$ cat src/rtl/core/btk_pkg.sv
package btk_pkg;

   localparam int ID_W    = 16;
   localparam int SCORE_W = 32;
   localparam int CAP_W   = 5;
   localparam int COUNT_W = 5;

   // command codes
   localparam logic CMD_INSERT = 1'b0;
   localparam logic CMD_REMOVE = 1'b1;

   // status codes
   localparam logic STATUS_DONE      = 1'b0;
   localparam logic STATUS_NOT_FOUND = 1'b1;

   localparam logic [CAP_W-1:0] CAP_RESET = 5'd16;

   // one classified operation on its way from the front to the cell array
   typedef struct packed {
      logic                      is_remove;
      logic [ID_W-1:0]           entry_id;
      logic signed [SCORE_W-1:0] score;
   } btk_op_type;

endpackage

$ cat src/rtl/core/bounded_top_k_sorted_list.sv
// channel   direction  handshake              payload
// req_      in         req_valid / req_stall  command, entry_id, score
// rsp_      out        rsp_valid / rsp_stall  status, evicted_*, entry_count
// csr_      in         csr_wr_en              csr_wr_data (capacity)
//
// one transaction per cycle unless rsp stalls: every cell compares and shifts in parallel
// rsp_valid rises after req acceptance once the op has passed a queue slot, then the cell array
// reset clears the queue, the held count and the output valid; capacity returns to 16
// a stalled rsp holds the cell array; the 2-deep queue keeps taking req until full
// capacity writes take effect only while the list is empty
module bounded_top_k_sorted_list import btk_pkg::*; #(
   parameter int MAX_ENTRIES = 16
) (
   input  logic                      clock,
   input  logic                      reset,
   // request channel
   input  logic                      req_valid,
   output logic                      req_stall,
   input  logic                      req_command,
   input  logic [ID_W-1:0]           req_entry_id,
   input  logic signed [SCORE_W-1:0] req_score,
   // response channel
   output logic                      rsp_valid,
   input  logic                      rsp_stall,
   output logic                      rsp_status,
   output logic                      rsp_evicted_valid,
   output logic [ID_W-1:0]           rsp_evicted_id,
   output logic signed [SCORE_W-1:0] rsp_evicted_score,
   output logic [COUNT_W-1:0]        rsp_entry_count,
   // capacity register
   input  logic                      csr_wr_en,
   input  logic [CAP_W-1:0]          csr_wr_data
);

   localparam int CNT_W = $clog2(MAX_ENTRIES + 1);
   // common width for comparing the 5-bit register against the entry limit
   localparam int CMP_W = (CNT_W > CAP_W) ? CNT_W : CAP_W;

   btk_op_type       op;
   logic             op_valid;
   logic             op_pop;
   logic [CNT_W-1:0] held_count;
   logic [CNT_W-1:0] eff_cap;

   logic [CAP_W-1:0] cap_ff, cap_in;

   // capacity register, writes ignored while entries are held
   always_comb begin
      cap_in = cap_ff;
      if (csr_wr_en && (held_count == '0)) begin
         cap_in = csr_wr_data;
      end
   end

   always_ff @(posedge clock) begin
      if (reset) begin
         cap_ff <= CAP_RESET;
      end else begin
         cap_ff <= cap_in;
      end
   end

   // clamp the stored capacity into 1..MAX_ENTRIES
   always_comb begin
      if (cap_ff == '0) begin
         eff_cap = CNT_W'(1);
      end else if (CMP_W'(cap_ff) > CMP_W'(MAX_ENTRIES)) begin
         eff_cap = CNT_W'(MAX_ENTRIES);
      end else begin
         eff_cap = CNT_W'(cap_ff);
      end
   end

   // front: decode and queue
   btk_front u_front (
      .clock        (clock),
      .reset        (reset),
      .req_valid    (req_valid),
      .req_stall    (req_stall),
      .req_command  (req_command),
      .req_entry_id (req_entry_id),
      .req_score    (req_score),
      .op_valid     (op_valid),
      .op_pop       (op_pop),
      .op           (op)
   );

   // back: sorted cell array and response register
   btk_cells #(
      .MAX_ENTRIES (MAX_ENTRIES),
      .CNT_W       (CNT_W)
   ) u_cells (
      .clock             (clock),
      .reset             (reset),
      .op_valid          (op_valid),
      .op_pop            (op_pop),
      .op                (op),
      .cap               (eff_cap),
      .held_count        (held_count),
      .rsp_valid         (rsp_valid),
      .rsp_stall         (rsp_stall),
      .rsp_status        (rsp_status),
      .rsp_evicted_valid (rsp_evicted_valid),
      .rsp_evicted_id    (rsp_evicted_id),
      .rsp_evicted_score (rsp_evicted_score),
      .rsp_entry_count   (rsp_entry_count)
   );

endmodule

$ cat src/rtl/core/btk_front.sv
module btk_front import btk_pkg::*; (
   input  logic                      clock,
   input  logic                      reset,
   input  logic                      req_valid,
   output logic                      req_stall,
   input  logic                      req_command,
   input  logic [ID_W-1:0]           req_entry_id,
   input  logic signed [SCORE_W-1:0] req_score,
   output logic                      op_valid,
   input  logic                      op_pop,
   output btk_op_type                op
);

   // two-entry queue between the port and the cell array
   btk_op_type q_ff [2];
   logic       wr_ptr_ff, wr_ptr_in;
   logic       rd_ptr_ff, rd_ptr_in;
   logic [1:0] fill_ff, fill_in;
   logic       push;
   logic       do_pop;
   btk_op_type new_op;

   always_comb begin
      new_op.is_remove = (req_command == CMD_REMOVE);
      new_op.entry_id  = req_entry_id;
      new_op.score     = req_score;
   end

   assign req_stall = (fill_ff == 2'd2);
   assign push      = req_valid && !req_stall;
   assign op_valid  = (fill_ff != 2'd0);
   assign do_pop    = op_pop && op_valid;
   assign op        = q_ff[rd_ptr_ff];

   always_comb begin
      wr_ptr_in = push ? ~wr_ptr_ff : wr_ptr_ff;
      rd_ptr_in = do_pop ? ~rd_ptr_ff : rd_ptr_ff;
      fill_in   = fill_ff;
      if (push && !do_pop) begin
         fill_in = fill_ff + 2'd1;
      end else if (!push && do_pop) begin
         fill_in = fill_ff - 2'd1;
      end
   end

   always_ff @(posedge clock) begin
      if (reset) begin
         wr_ptr_ff <= 1'b0;
         rd_ptr_ff <= 1'b0;
         fill_ff   <= 2'd0;
      end else begin
         wr_ptr_ff <= wr_ptr_in;
         rd_ptr_ff <= rd_ptr_in;
         fill_ff   <= fill_in;
      end
   end

   always_ff @(posedge clock) begin
      if (push) begin
         q_ff[wr_ptr_ff] <= new_op;
      end
   end

endmodule

$ cat src/rtl/core/btk_cells.sv
module btk_cells import btk_pkg::*; #(
   parameter int MAX_ENTRIES = 16,
   parameter int CNT_W       = $clog2(MAX_ENTRIES + 1)
) (
   input  logic                      clock,
   input  logic                      reset,
   input  logic                      op_valid,
   output logic                      op_pop,
   input  btk_op_type                op,
   input  logic [CNT_W-1:0]          cap,
   output logic [CNT_W-1:0]          held_count,
   output logic                      rsp_valid,
   input  logic                      rsp_stall,
   output logic                      rsp_status,
   output logic                      rsp_evicted_valid,
   output logic [ID_W-1:0]           rsp_evicted_id,
   output logic signed [SCORE_W-1:0] rsp_evicted_score,
   output logic [COUNT_W-1:0]        rsp_entry_count
);

   logic [ID_W-1:0]           id_ff    [MAX_ENTRIES];
   logic signed [SCORE_W-1:0] score_ff [MAX_ENTRIES];
   logic [ID_W-1:0]           id_in    [MAX_ENTRIES];
   logic signed [SCORE_W-1:0] score_in [MAX_ENTRIES];
   logic [MAX_ENTRIES-1:0]    cell_we;

   logic [CNT_W-1:0] count_ff, count_in;

   logic [MAX_ENTRIES-1:0] occ, ge, hit, seen, is_last;
   logic                   found, full, new_lowest;
   logic [ID_W-1:0]           last_id;
   logic signed [SCORE_W-1:0] last_score;

   logic                      rsp_valid_ff;
   logic                      status_ff, status_in;
   logic                      ev_valid_ff, ev_valid_in;
   logic [ID_W-1:0]           ev_id_ff, ev_id_in;
   logic signed [SCORE_W-1:0] ev_score_ff, ev_score_in;
   logic [COUNT_W-1:0]        entry_count_ff, entry_count_in;

   assign op_pop     = op_valid && (!rsp_valid_ff || !rsp_stall);
   assign held_count = count_ff;

   // per-cell compare and shift decisions
   for (genvar i = 0; i < MAX_ENTRIES; i++) begin : g_cell
      localparam logic [MAX_ENTRIES-1:0] LOW_MASK = {MAX_ENTRIES{1'b1}} >> (MAX_ENTRIES - 1 - i);
      logic ins_here;

      assign occ[i]     = CNT_W'(i) < count_ff;
      assign ge[i]      = occ[i] && ($signed(score_ff[i]) >= $signed(op.score));
      assign hit[i]     = occ[i] && (id_ff[i] == op.entry_id) && (score_ff[i] == op.score);
      assign seen[i]    = |(hit & LOW_MASK);
      assign is_last[i] = CNT_W'(i + 1) == count_ff;

      if (i == 0) begin : g_first
         assign ins_here = !ge[i];
      end else begin : g_rest
         assign ins_here = !ge[i] && ge[i-1];
      end

      always_comb begin
         id_in[i]    = op.entry_id;
         score_in[i] = op.score;
         cell_we[i]  = 1'b0;
         if (!op.is_remove) begin
            // insert: everything from the insert point down moves one slot
            cell_we[i] = !ge[i];
            if (!ins_here) begin
               id_in[i]    = id_ff[(i > 0) ? i - 1 : 0];
               score_in[i] = score_ff[(i > 0) ? i - 1 : 0];
            end
         end else if (i < MAX_ENTRIES - 1) begin
            // remove: everything from the first match down moves up one slot
            cell_we[i]  = seen[i];
            id_in[i]    = id_ff[(i < MAX_ENTRIES - 1) ? i + 1 : i];
            score_in[i] = score_ff[(i < MAX_ENTRIES - 1) ? i + 1 : i];
         end
      end

      always_ff @(posedge clock) begin
         if (op_pop && cell_we[i]) begin
            id_ff[i]    <= id_in[i];
            score_ff[i] <= score_in[i];
         end
      end
   end

   // tail entry select, one-hot on the last occupied cell
   always_comb begin
      last_id    = '0;
      last_score = '0;
      for (int i = 0; i < MAX_ENTRIES; i++) begin
         last_id    = last_id | (is_last[i] ? id_ff[i] : '0);
         last_score = last_score | (is_last[i] ? score_ff[i] : '0);
      end
   end

   assign found      = |hit;
   assign full       = count_ff >= cap;
   assign new_lowest = |(ge & is_last);

   always_comb begin
      count_in    = count_ff;
      status_in   = STATUS_DONE;
      ev_valid_in = 1'b0;
      ev_id_in    = '0;
      ev_score_in = '0;
      if (!op.is_remove) begin
         if (full) begin
            ev_valid_in = 1'b1;
            ev_id_in    = new_lowest ? op.entry_id : last_id;
            ev_score_in = new_lowest ? op.score : last_score;
         end else begin
            count_in = count_ff + CNT_W'(1);
         end
      end else if (found) begin
         count_in = count_ff - CNT_W'(1);
      end else begin
         status_in = STATUS_NOT_FOUND;
      end
      entry_count_in = COUNT_W'(count_in);
   end

   always_ff @(posedge clock) begin
      if (reset) begin
         count_ff     <= '0;
         rsp_valid_ff <= 1'b0;
      end else begin
         if (op_pop) begin
            count_ff <= count_in;
         end
         if (op_pop) begin
            rsp_valid_ff <= 1'b1;
         end else if (!rsp_stall) begin
            rsp_valid_ff <= 1'b0;
         end
      end
   end

   always_ff @(posedge clock) begin
      if (op_pop) begin
         status_ff      <= status_in;
         ev_valid_ff    <= ev_valid_in;
         ev_id_ff       <= ev_id_in;
         ev_score_ff    <= ev_score_in;
         entry_count_ff <= entry_count_in;
      end
   end

   assign rsp_valid         = rsp_valid_ff;
   assign rsp_status        = status_ff;
   assign rsp_evicted_valid = ev_valid_ff;
   assign rsp_evicted_id    = ev_id_ff;
   assign rsp_evicted_score = ev_score_ff;
   assign rsp_entry_count   = entry_count_ff;

   a_count_within_cap : assert property (@(posedge clock) disable iff (reset)
      count_ff <= cap)
      else $error("held count above capacity");

   a_insert_grows_or_evicts : assert property (@(posedge clock) disable iff (reset)
      op_pop && !op.is_remove |=>
         (count_ff == CNT_W'($past(count_ff) + CNT_W'(1))) || rsp_evicted_valid)
      else $error("insert neither grew the list nor evicted");

   a_miss_keeps_count : assert property (@(posedge clock) disable iff (reset)
      op_pop && op.is_remove && !found |=> count_ff == $past(count_ff))
      else $error("failed remove changed the count");

endmodule
$ cat config.mk
export PLATFORM = sky130hd
export DESIGN_NAME = bounded_top_k_sorted_list
export DESIGN_NICKNAME = d
export VERILOG_FILES = /design/src/rtl/core/btk_pkg.sv /design/src/rtl/core/bounded_top_k_sorted_list.sv /design/src/rtl/core/btk_front.sv /design/src/rtl/core/btk_cells.sv
export SDC_FILE = /design/constraint.sdc
export NUM_CORES = 2
export LEC_CHECK = 0
export ABC_CLOCK_PERIOD_IN_PS = 9100
export BUFFER_PORTS_ARGS = -buffer_cell sky130_fd_sc_hd__buf_2
export CORE_ASPECT_RATIO = 2
export CORE_MARGIN = 5
export CORE_UTILIZATION = 35
export CTS_CLUSTER_SIZE = 20
export DETAILED_ROUTE_END_ITERATION = 10
export PLACE_DENSITY = 0.5
export SLEW_MARGIN = 20
export SYNTH_ARGS = -nofsm -noshare
export SYNTH_HDL_FRONTEND = slang
export SYNTH_HIERARCHICAL = 1
export SYNTH_SLANG_ARGS = --single-unit
$ cat constraint.sdc
create_clock -name clock -period 9.1 [get_ports clock]
set_clock_uncertainty 0.05 [all_clocks]
set_input_delay 0.91 -clock clock [delete_from_list [all_inputs] [get_ports clock]]
set_output_delay 0.91 -clock clock [all_outputs]
set_load 0.005 [all_outputs]
==> results.ini <==
[min_path]
whs_endpoint = u_front/q_ff[0][39]
worstHoldPathCells = 1
hold_path.class = in -> reg
hp-start = req_entry_id[7]

[timing]
slew_headroom_pct = 7.60
tightest_slew_ps = 1380
rsz0062_at_grt = false
fmax_mhz = 128
period_needed_ps = 7820
timing.final.crit_share_pct = 86.0
final-setup-viol-count = 0
slew_viol_final = 0
hold_viol_final = 0
tns_ps = 0

[clocking]
ctsHoldBuffers = 0
cts_buffer_depth = 3
cts_made_buffers = 94
clock_sinks = 937
cts_root_buffer = clkbuf_16
cts_tree = yes
worstSkewPairLatency_ps = 770
htreeDepth = 3
post-cts-setup-buffers = 0
cts.clk_slew.worst_paths_ps = 80
cts_resized = 0

[floorplanning]
dieArea_mm2 = 0.194
ios = 116
initial_core_util_pct = 35.1
die_y_um = 618
rows = 223
die_w_um = 314
design.core.area_mm2 = 0.184

[power]
p_per_area_mw_per_mm2 = 357
power_uw = 25400
ir_drop_uv = 221
p_leak_uw = 0.0266

[final_layout]
nets = 6904
fill_cells = 18400
areaGrowthSynthToFinish_pct = 10.3
drive_gt1_share_pct = 9.52
fin_area_mm2 = 0.0713

[setup_path]
crit_fanout = 27
worstSetupStartpointType = flip-flop
ff2ff_setup_slack_ps = 1280
reg2reg_depth = 14
worst_ep_arrival_time_ps = 8220
r2r_end = u_cells/score_ff[12][25]
setup.worst_path.end_class = flip-flop
worstSetupPathType = reg -> reg
cp.required_ps = 9500

[synth]
synth-seq-area-share_pct = 43.3
async_flop_share_pct = 0
synth-main-ff-cell = edfxtp_1
yosys_warnings = 6
synth-edff-count = 921
syn_nets = 6996
postSynthAreaPerCell_um2 = 10.1
netlist_instances = 6414
ys_ff_latch = 937
syn_area_mm2 = 0.0646
ys_types = 78

[global_routing]
globalRouteOverflowTotal = 0
antenna_found_initial = 19
grt_max_degree = 250
grt_pass1_wl_mm = 491
grt_pass1_vias = 56100
track_usage_pct = 36.9

[status]
status = completed

[routing]
dr.pass1.iters = 10
detail_route.wl_per_cell_um = 42.3
drt-total-wl_mm = 371
ant_nets = 0
drt_iter0_markers = 7668
via_count = 57800
avgViaCountPerCell = 6.59
remaining_drc_errors = 0

[placed_design]
gp_congestion = 1.06
post_dp_cell_area_mm2 = 0.0681
dpl.hpwl_mm = 267
portBuffers = 115

[run]
cap_violations = 0

report_power, final:
part           switching, uW  internal [uW]  total [uW]
Combinational           8970           3370       12300
Clock                   1960           2190        4160
Sequential              2050           6910        8960
Total                  13000          12500       25400
cell usage after synthesis (all sizes together) (106+ instances only):
| cell type | number | share of area [%] |
|---|---|---|
| nand3 | 163 | 1.3 |
| ha | 523 | 10 |
| a22oi | 177 | 2.1 |
| nor2 | 211 | 1.2 |
| a21oi | 282 | 2.2 |
| edfxtp | 921 | 43 |
| xor2 | 210 | 2.8 |
| mux2i | 623 | 9.7 |
| o21ai | 812 | 6.3 |
| clkbuf | 374 | 2.2 |
| nor4 | 106 | 1.0 |
| nand2 | 878 | 5.1 |
| nand4 | 157 | 1.5 |
cell families (layout without fill, tap and decap cells):
logic type	Yosys count	count (layout)	share of synthesized area [%]
adder cells (fa/ha/maj)	523	523	10.1
other	0	6	0
AND/OR/NAND/NOR	1729	1729	12.4
multiplexers	711	711	11.2
buffers and inverters	548	532	3.33
flip-flops	937	937	43.3
XOR/XNOR	268	268	3.63
AO/OA/AOI/OAI	1698	1698	16.1
routing by layer:
metal	vias to the layer above	routed length (um)	GRT usage, %
met3	1484	24600	6.31
met2	3565	176000	62.4
li1	24300	-	-
met4	6	53100	39.1
met1	28500	117000	36.6
met5	-	38	0
cells in the final DEF (no fill, tap or decap), drive strengths merged, types with 106 or more instances in the layout:
cell type	Yosys	layout
o21ai	812	812
buf	95	281
clkbuf	374	112
nand3	163	163
nor2	211	211
xor2	210	210
a21oi	282	282
nor4	106	106
mux2i	623	623
ha	523	523
nand4	157	157
a22oi	177	177
nand2	878	878
edfxtp	921	921
critical path: stages (launching register included):
cell      delay [ps]
dfxtp_4          760
buf_4            510
mux2_2           520
inv_1            670
ha_1             290
nand4_1          380
nor4_1           950
o311ai_0         440
nand4_1          260
mux2_2           190
nor2b_1          660
nand2_4          780
buf_12           430
mux2i_1          330
o21ai_0          130
registers in the layout, summed over array words and instances (netlist names), named ones only:
| name | cells |
|---|---|
| cap_ff | 5 |
| u_cells/held_count | 5 |
| u_cells/id_ff | 256 |
| u_cells/rsp_entry_count | 5 |
| u_cells/rsp_evicted_id | 16 |
| u_cells/rsp_evicted_score | 32 |
| u_cells/rsp_evicted_valid | 1 |
| u_cells/rsp_status | 1 |
| u_cells/rsp_valid | 1 |
| u_cells/score_ff | 512 |
| u_front/fill_ff | 2 |
| u_front/q_ff | 98 |
| u_front/rd_ptr_ff | 1 |
| u_front/wr_ptr_ff | 1 |
stage by stage:
step                instances  util (%)  setup slack [ps]  hold WS, ps
floorplan                6414         -              1940          399
global route             8761      38.7              1350          272
CTS                      8758      38.6              1350          241
finish                   8766      38.7              1280          276
detailed placement       8586      37.0              1400          432
global placement         8586      37.0              1460          425
layout make-up:
class                      instances  area [um2]  area share [%]
multi-input combinational       4929       35100            49.2
sequential                       937       28000            39.2
tap                             2362        2960            4.15
clock buffer                     112        2500            3.51
timing repair buffer             281        1950            2.73
clock inverter                    60         523           0.734
inverter                          79         300           0.421
antenna                            6        15.0          0.0211
how the worst max path moves through the flow:
stage	from	endpoint	cells past startpoint
4_1_cts	flip-flop	u_cells/score_ff[12][25]	14
3_5_place_dp	flip-flop	u_cells/score_ff[12][25]	14
2_1_floorplan	flip-flop	u_cells/id_ff[1][100]	13
6_report	flip-flop	u_cells/score_ff[12][25]	14
3_3_place_gp	flip-flop	u_cells/score_ff[12][25]	14
5_1_grt	flip-flop	u_cells/score_ff[12][25]	14
No activity file was read; power rests on OpenSTA's default activity.
